[src/rtl/mf3_pkg.sv]
package mf3_pkg;

   localparam int MAX_WIDTH  = 1024;
   localparam int PIX_W      = 8;
   localparam int COL_W      = $clog2(MAX_WIDTH);
   localparam int WIDTH_W    = 11;
   localparam int HEIGHT_W   = 16;
   localparam int PEND_W     = $clog2(MAX_WIDTH + 2);
   localparam int CSR_DATA_W = 16;
   localparam int CSR_IDX_W  = 1;

   localparam logic [WIDTH_W-1:0]  WIDTH_RESET  = WIDTH_W'(640);
   localparam logic [HEIGHT_W-1:0] HEIGHT_RESET = HEIGHT_W'(480);

   localparam logic [CSR_IDX_W-1:0] REG_FRAME_WIDTH  = 1'b0;
   localparam logic [CSR_IDX_W-1:0] REG_FRAME_HEIGHT = 1'b1;

   localparam logic CMD_PIXEL = 1'b0;
   localparam logic CMD_FLUSH = 1'b1;

   typedef logic [PIX_W-1:0] pixel_type;
   // index r*3+k: row r (0 = top), column k (2 = newest)
   typedef pixel_type [8:0] window_type;

endpackage

[src/rtl/mf3_median9.sv]
module mf3_median9 (
   input  mf3_pkg::window_type window,
   output mf3_pkg::pixel_type  median
);

   function automatic logic [2*mf3_pkg::PIX_W-1:0] order2(
      input mf3_pkg::pixel_type a,
      input mf3_pkg::pixel_type b
   );
      logic [2*mf3_pkg::PIX_W-1:0] res;
      res = (a > b) ? {b, a} : {a, b};
      return res;
   endfunction

   mf3_pkg::pixel_type v [9];

   // 19 compare-exchange network, fifth smallest lands in v[4]
   always_comb begin
      for (int i = 0; i < 9; i++) begin
         v[i] = window[i];
      end
      {v[1], v[2]} = order2(v[1], v[2]);
      {v[4], v[5]} = order2(v[4], v[5]);
      {v[7], v[8]} = order2(v[7], v[8]);
      {v[0], v[1]} = order2(v[0], v[1]);
      {v[3], v[4]} = order2(v[3], v[4]);
      {v[6], v[7]} = order2(v[6], v[7]);
      {v[1], v[2]} = order2(v[1], v[2]);
      {v[4], v[5]} = order2(v[4], v[5]);
      {v[7], v[8]} = order2(v[7], v[8]);
      {v[0], v[3]} = order2(v[0], v[3]);
      {v[5], v[8]} = order2(v[5], v[8]);
      {v[4], v[7]} = order2(v[4], v[7]);
      {v[3], v[6]} = order2(v[3], v[6]);
      {v[1], v[4]} = order2(v[1], v[4]);
      {v[2], v[5]} = order2(v[2], v[5]);
      {v[4], v[7]} = order2(v[4], v[7]);
      {v[4], v[2]} = order2(v[4], v[2]);
      {v[6], v[4]} = order2(v[6], v[4]);
      {v[4], v[2]} = order2(v[4], v[2]);
   end

   assign median = v[4];

endmodule

[config.mk]
export PLATFORM = sky130hd
export DESIGN_NAME = mf3_median9
export DESIGN_NICKNAME = d
export VERILOG_FILES = /design/src/rtl/mf3_pkg.sv /design/src/rtl/mf3_median9.sv
export SDC_FILE = /design/constraint.sdc
export NUM_CORES = 1
export LEC_CHECK = 0
export BUFFER_PORTS_ARGS = -buffer_cell sky130_fd_sc_hd__clkbuf_2
export CAP_MARGIN = 10
export CORE_MARGIN = 1.5
export CORE_UTILIZATION = 50
export DETAILED_ROUTE_END_ITERATION = 10
export PLACE_DENSITY = 0.76
export SYNTH_ARGS = -nofsm -noshare
export SYNTH_HDL_FRONTEND = slang
export SYNTH_SLANG_ARGS = --single-unit
[constraint.sdc]
create_clock -name vclk -period 30.6
set_input_delay 4.59 -clock vclk [all_inputs]
set_output_delay 4.59 -clock vclk [all_outputs]
set_load 0.005 [all_outputs]
==> flow_metrics.py, run 1 <==
metrics = {
    "routing": {
        "drtIter0Drc": 607,
        "wirelength_mm": 20.31,
        "antenna_left": 0,
        "vias": 7566,
        "drc": 0,
        "wire_per_inst_um": 16.19,
        "drtPass1Iterations": 5,
        "vias_per_cell": 6.033,
    },
    "clock_tree": {
        "postCtsHoldBufs": 0,
        "postCtsSetupBuffers": 0,
        "cts_resized": 0,
    },
    "synthesis": {
        "synth_fp_nets": 1243,
        "yosys.cell_types.count": 71,
        "synthXorXnorAreaFrac_pct": 0.2505,
        "syn-instance-count": 1024,
        "synth_compound_area_share_pct": 30.97,
        "avgSynthCellArea_um2": 6.829,
        "ys_seq_area_share_pct": 0,
        "synth_mux_area_share_pct": 13.79,
        "synthAdderAreaFrac_pct": 26.44,
        "netlist_area_um2": 6993,
        "synth_top_family_by_area": "compound AO/OA/AOI/OAI gates",
        "synth-simple-area-share_pct": 21.43,
        "ys_warn_count": 0,
    },
    "setup_path": {
        "required_ps": 26010,
        "cp_common_cell": "o21ai_0",
        "crit_path_start_kind": "input port",
        "crit_fanout": 30,
        "arrival_ps": 22430,
        "crit_path_max_incr_delay_ps": 800,
        "critPathSlowestCell": "o21ai_2",
        "criticalPathCategory": "in2out",
        "critPathCaptureType": "primary output",
    },
    "sta": {
        "hold_violations": 0,
        "finalCritPeriodShare_pct": 88.29,
        "fin_tns_setup_ps": 0,
        "grt_setup_unrepaired": "false",
        "max-slew-margin-rel_pct": 28.13,
        "layout_setup_ws_ps": 3584,
        "clock.fmax_ghz": 0.03702,
        "finalMaxSlewViolations": 0,
        "tightestPinTransition_ps": 1078,
        "min_period_ps": 27020,
        "finalSetupViolCount": 0,
    },
    "layout": {
        "final_core_util_pct": 54.65,
        "fillers": 1378,
        "seqCellArea_um2": 0,
        "nets": 1295,
        "drive_gt1_share_pct": 12.76,
        "diodes": 0,
        "seq_cell_count": 0,
        "area_growth_syn_to_layout_pct": 7.640,
        "final_cell_mix": "ha_1 (147), a21oi_1 (105), inv_1 (94)",
        "multiInputGateArea_um2": 6507,
        "design_area_um2": 7527,
        "layout_commonest_cell": "ha_1",
        "clkbuf_count": 0,
    },
    "floorplanning": {
        "die_h_um": 121.3,
        "die_w_um": 121.3,
        "io_pins": 80,
        "core-area_um2": 13770,
        "fp-row-count": 43,
        "start_util_pct": 50.77,
        "die_area_um2": 14700,
    },
    "outcome": {
        "status": "completed",
    },
    "placement": {
        "dp_hpwl_mm": 17.58,
        "dp_slack_ps": 4083,
        "portBuffers": 80,
        "place_area_um2": 7527,
        "gp_congestion": 0.9836,
    },
    "grt": {
        "grt_pass1_vias": 6796,
        "grtUsageTotal_pct": 27.05,
        "overflow": 0,
        "grt_max_degree": 31,
        "antenna_found_initial": 0,
        "grt_pass1_wl_mm": 32.50,
    },
    "flow_run": {
        "maxCapViolations": 0,
    },
    "worst_hold_path": {
        "min_path_type": "in2out",
    },
}
==> critical path, delay by kind of cell <==
kind / cells / cell delay [ps]
AOI/OAI and AO/OA: 41 / 8420
and+or+nand+nor: 26 / 5320
adders and majority gates: 9 / 2700
buffers and inverters: 8 / 1070
muxes: 1 / 310
==> through the flow <==
step,hold slack [ps],cells
after CTS,10030,1254
after global routing,10070,1254
after detailed placement,10020,1254
final,10040,1254
after global placement,10020,1254
after floorplan,9588,1024
==> cells by family (layout without fill, tap and decap cells) <==
kind of cell | after synthesis | after routing
AO/OA/AOI/OAI | 341 | 341
XOR/XNOR | 2 | 2
adder cells (fa/ha/maj) | 148 | 148
buffers and inverters | 130 | 180
multiplexers | 90 | 90
AND/OR/NAND/NOR | 313 | 313
==> area by class of cell <==
type	instances	area share (%)
tap	180	2.992
multi-input combinational	894	86.45
timing repair buffer	85	5.818
inverter	95	4.737
==> synthesized netlist by cell type (4+ instances only) <==
| cell | n | area (um^2) |
|---|---|---|
| a211o_1 | 4 | 35.03 |
| a21boi_0 | 7 | 52.55 |
| a21o_1 | 24 | 180.2 |
| a21oi_1 | 106 | 530.5 |
| a31oi_1 | 8 | 50.05 |
| and2_1 | 8 | 50.05 |
| and3_1 | 13 | 81.33 |
| buf_1 | 6 | 22.52 |
| buf_2 | 4 | 20.02 |
| clkbuf_1 | 24 | 90.09 |
| ha_1 | 147 | 1839 |
| inv_1 | 94 | 352.8 |
| mux2_2 | 26 | 292.8 |
| mux2i_1 | 60 | 600.6 |
| nand2_1 | 71 | 266.5 |
| nand2b_1 | 18 | 112.6 |
| nand3_1 | 41 | 205.2 |
| nand4_1 | 12 | 75.07 |
| nor2_1 | 92 | 345.3 |
| nor2b_1 | 19 | 118.9 |
| nor3_1 | 15 | 75.07 |
| o211ai_1 | 15 | 112.6 |
| o21a_1 | 35 | 262.8 |
| o21ai_0 | 77 | 385.4 |
| o21ai_1 | 8 | 40.04 |
| o21bai_1 | 4 | 30.03 |
| o311ai_0 | 5 | 43.79 |
| o31a_1 | 4 | 35.03 |
| o31ai_1 | 10 | 75.07 |
| or2_2 | 10 | 62.56 |
==> path summary, 6_finish.rpt <==
kind  slack (ps)        end  cells after the start        from
max         3580  median[2]                     85  window[65]
min        10040  median[5]                      6  window[53]
==> metal layers <==
layer	vias to the layer above	wire length, um	GRT usage, %
met1	3314	9318	37.62
li1	3877	-	-
met3	50	1487	2.021
met4	0	896	10.37
met2	325	8603	43.43
met5	-	0	0
Power of run 1 is left out: the tool's default activity adds up to more than one toggle a clock period on the data nets, which glitch-free logic cannot reach.
==> run 2, diff against run 1 <==
--- a/config.mk
+++ b/config.mk
@@ -5,6 +5,7 @@
 export SDC_FILE = /design/constraint.sdc
 export NUM_CORES = 1
 export LEC_CHECK = 0
+export ABC_AREA = 1
 export BUFFER_PORTS_ARGS = -buffer_cell sky130_fd_sc_hd__clkbuf_2
 export CAP_MARGIN = 10
 export CORE_MARGIN = 1.5
==> flow_metrics.py, run 2 <==
metrics = {
    "floorplanning": {
        "core-area_um2": 12110,
        "die_h_um": 115.0,
        "die_w_um": 115.0,
        "die_area_um2": 13220,
        "fp-row-count": 40,
        "start_util_pct": 51.78,
        "io_pins": 80,
    },
    "sta": {
        "clock.fmax_ghz": 0.04326,
        "min_period_ps": 23120,
        "finalSetupViolCount": 0,
        "finalMaxSlewViolations": 0,
        "fin_tns_setup_ps": 0,
        "grt_setup_unrepaired": "false",
        "hold_violations": 0,
        "finalCritPeriodShare_pct": 75.55,
        "tightestPinTransition_ps": 1009,
        "max-slew-margin-rel_pct": 32.74,
    },
    "synthesis": {
        "yosys.cell_types.count": 33,
        "syn-instance-count": 1108,
        "synth_top_area_share_pct": 29.33,
        "ys_seq_area_share_pct": 0,
        "synth_area_leaders": "ha_1 (29%), nand2_1 (20%), o21ai_0 (15%), inv_1 (7.2%), a21oi_1 (5.0%)",
        "avgSynthCellArea_um2": 5.660,
        "synth_fp_nets": 1327,
        "yosys-top-cells-count": "nand2_1 (336), o21ai_0 (182), ha_1 (147)",
        "ys_warn_count": 0,
        "netlist_area_um2": 6271,
        "synth.most_common_cell": "nand2_1",
        "synth_largest_area_cell": "ha_1",
    },
    "grt": {
        "grtUsageTotal_pct": 24.44,
        "antenna_found_initial": 0,
        "grt_max_degree": 32,
        "overflow": 0,
        "grt_pass1_wl_mm": 26.92,
        "grt_pass1_vias": 6014,
    },
    "layout": {
        "final_core_util_pct": 55.93,
        "clkbuf_count": 0,
        "diodes": 0,
        "multiInputGateArea_um2": 5643,
        "layout_commonest_cell": "nand2_1",
        "area_growth_syn_to_layout_pct": 8.021,
        "seq_cell_count": 0,
        "fillers": 1304,
        "seqCellArea_um2": 0,
        "nets": 1380,
        "drive_gt1_share_pct": 13.63,
        "instances_no_fill": 1327,
        "final_cell_mix": "nand2_1 (336), o21ai_0 (181), ha_1 (147)",
    },
    "flow_run": {
        "maxCapViolations": 0,
    },
    "clock_tree": {
        "cts_resized": 0,
        "postCtsSetupBuffers": 0,
        "postCtsHoldBufs": 0,
    },
    "setup_path": {
        "arrival_ps": 18530,
        "criticalPathCategory": "in2out",
        "critPathSlowestCell": "a32oi_1",
        "startpoint": "window[67]",
        "required_ps": 26010,
        "critPathCaptureType": "primary output",
        "crit_path_max_incr_delay_ps": 730,
        "crit_buf_inv": 15,
        "crit_path_start_kind": "input port",
        "cp_common_cell": "nand2_1",
        "crit_fanout": 31,
        "cp_top_family": "simple AND/OR/NAND/NOR gates",
    },
    "routing": {
        "wirelength_mm": 16.12,
        "drc": 0,
        "antenna_left": 0,
        "vias": 6945,
        "wire_per_inst_um": 12.15,
        "vias_per_cell": 5.234,
        "drtPass1Iterations": 5,
        "drtIter0Drc": 398,
    },
    "worst_hold_path": {
        "min_path_type": "in2out",
        "min_from": "window[51]",
    },
    "placement": {
        "gp_congestion": 1.027,
        "portBuffers": 80,
        "placed_cells": 1327,
        "dp_hpwl_mm": 14.34,
    },
    "outcome": {
        "status": "completed",
    },
}
==> run 2: metal layers <==
metal | vias up | global-route usage [%] | share of wire [%]
met5 | - | 0 | 0
li1 | 3843 | - | -
met4 | 0 | 4.938 | 2.3
met2 | 137 | 42.54 | 45
met3 | 14 | 0.3163 | 3.4
met1 | 2951 | 34.06 | 49
==> run 2: cell families after synthesis <==
logic type	after synthesis	synth area share [%]
simple gates	489	33.92
compound gates	309	26.74
fa+ha+maj	147	29.33
buf+inv	163	10.02
==> run 2: final cells by class <==
class              count  share of cell area [%]
repair buffers        84                   6.354
multi-input cells    945                   83.30
inverters            130                   7.240
well taps            168                   3.103
==> run 2: worst paths after layout <==
kind                     to  slack, ps  cells past startpoint
setup / recovery  median[1]       7480                     77
hold / removal    median[3]      10100                      8
==> run 2: metrics by stage <==
step / hold slack (ps) / setup slack (ps) / cell area (um^2)
detailed placement: 10110 / 7728 / 6774
global placement: 10090 / 8190 / 6774
CTS: 10110 / 7728 / 6774
floorplan: 9721 / 9389 / 6271
global route: 10220 / 5766 / 6774
finish: 10100 / 7482 / 6774
Power of run 2 is left out for the same reason.
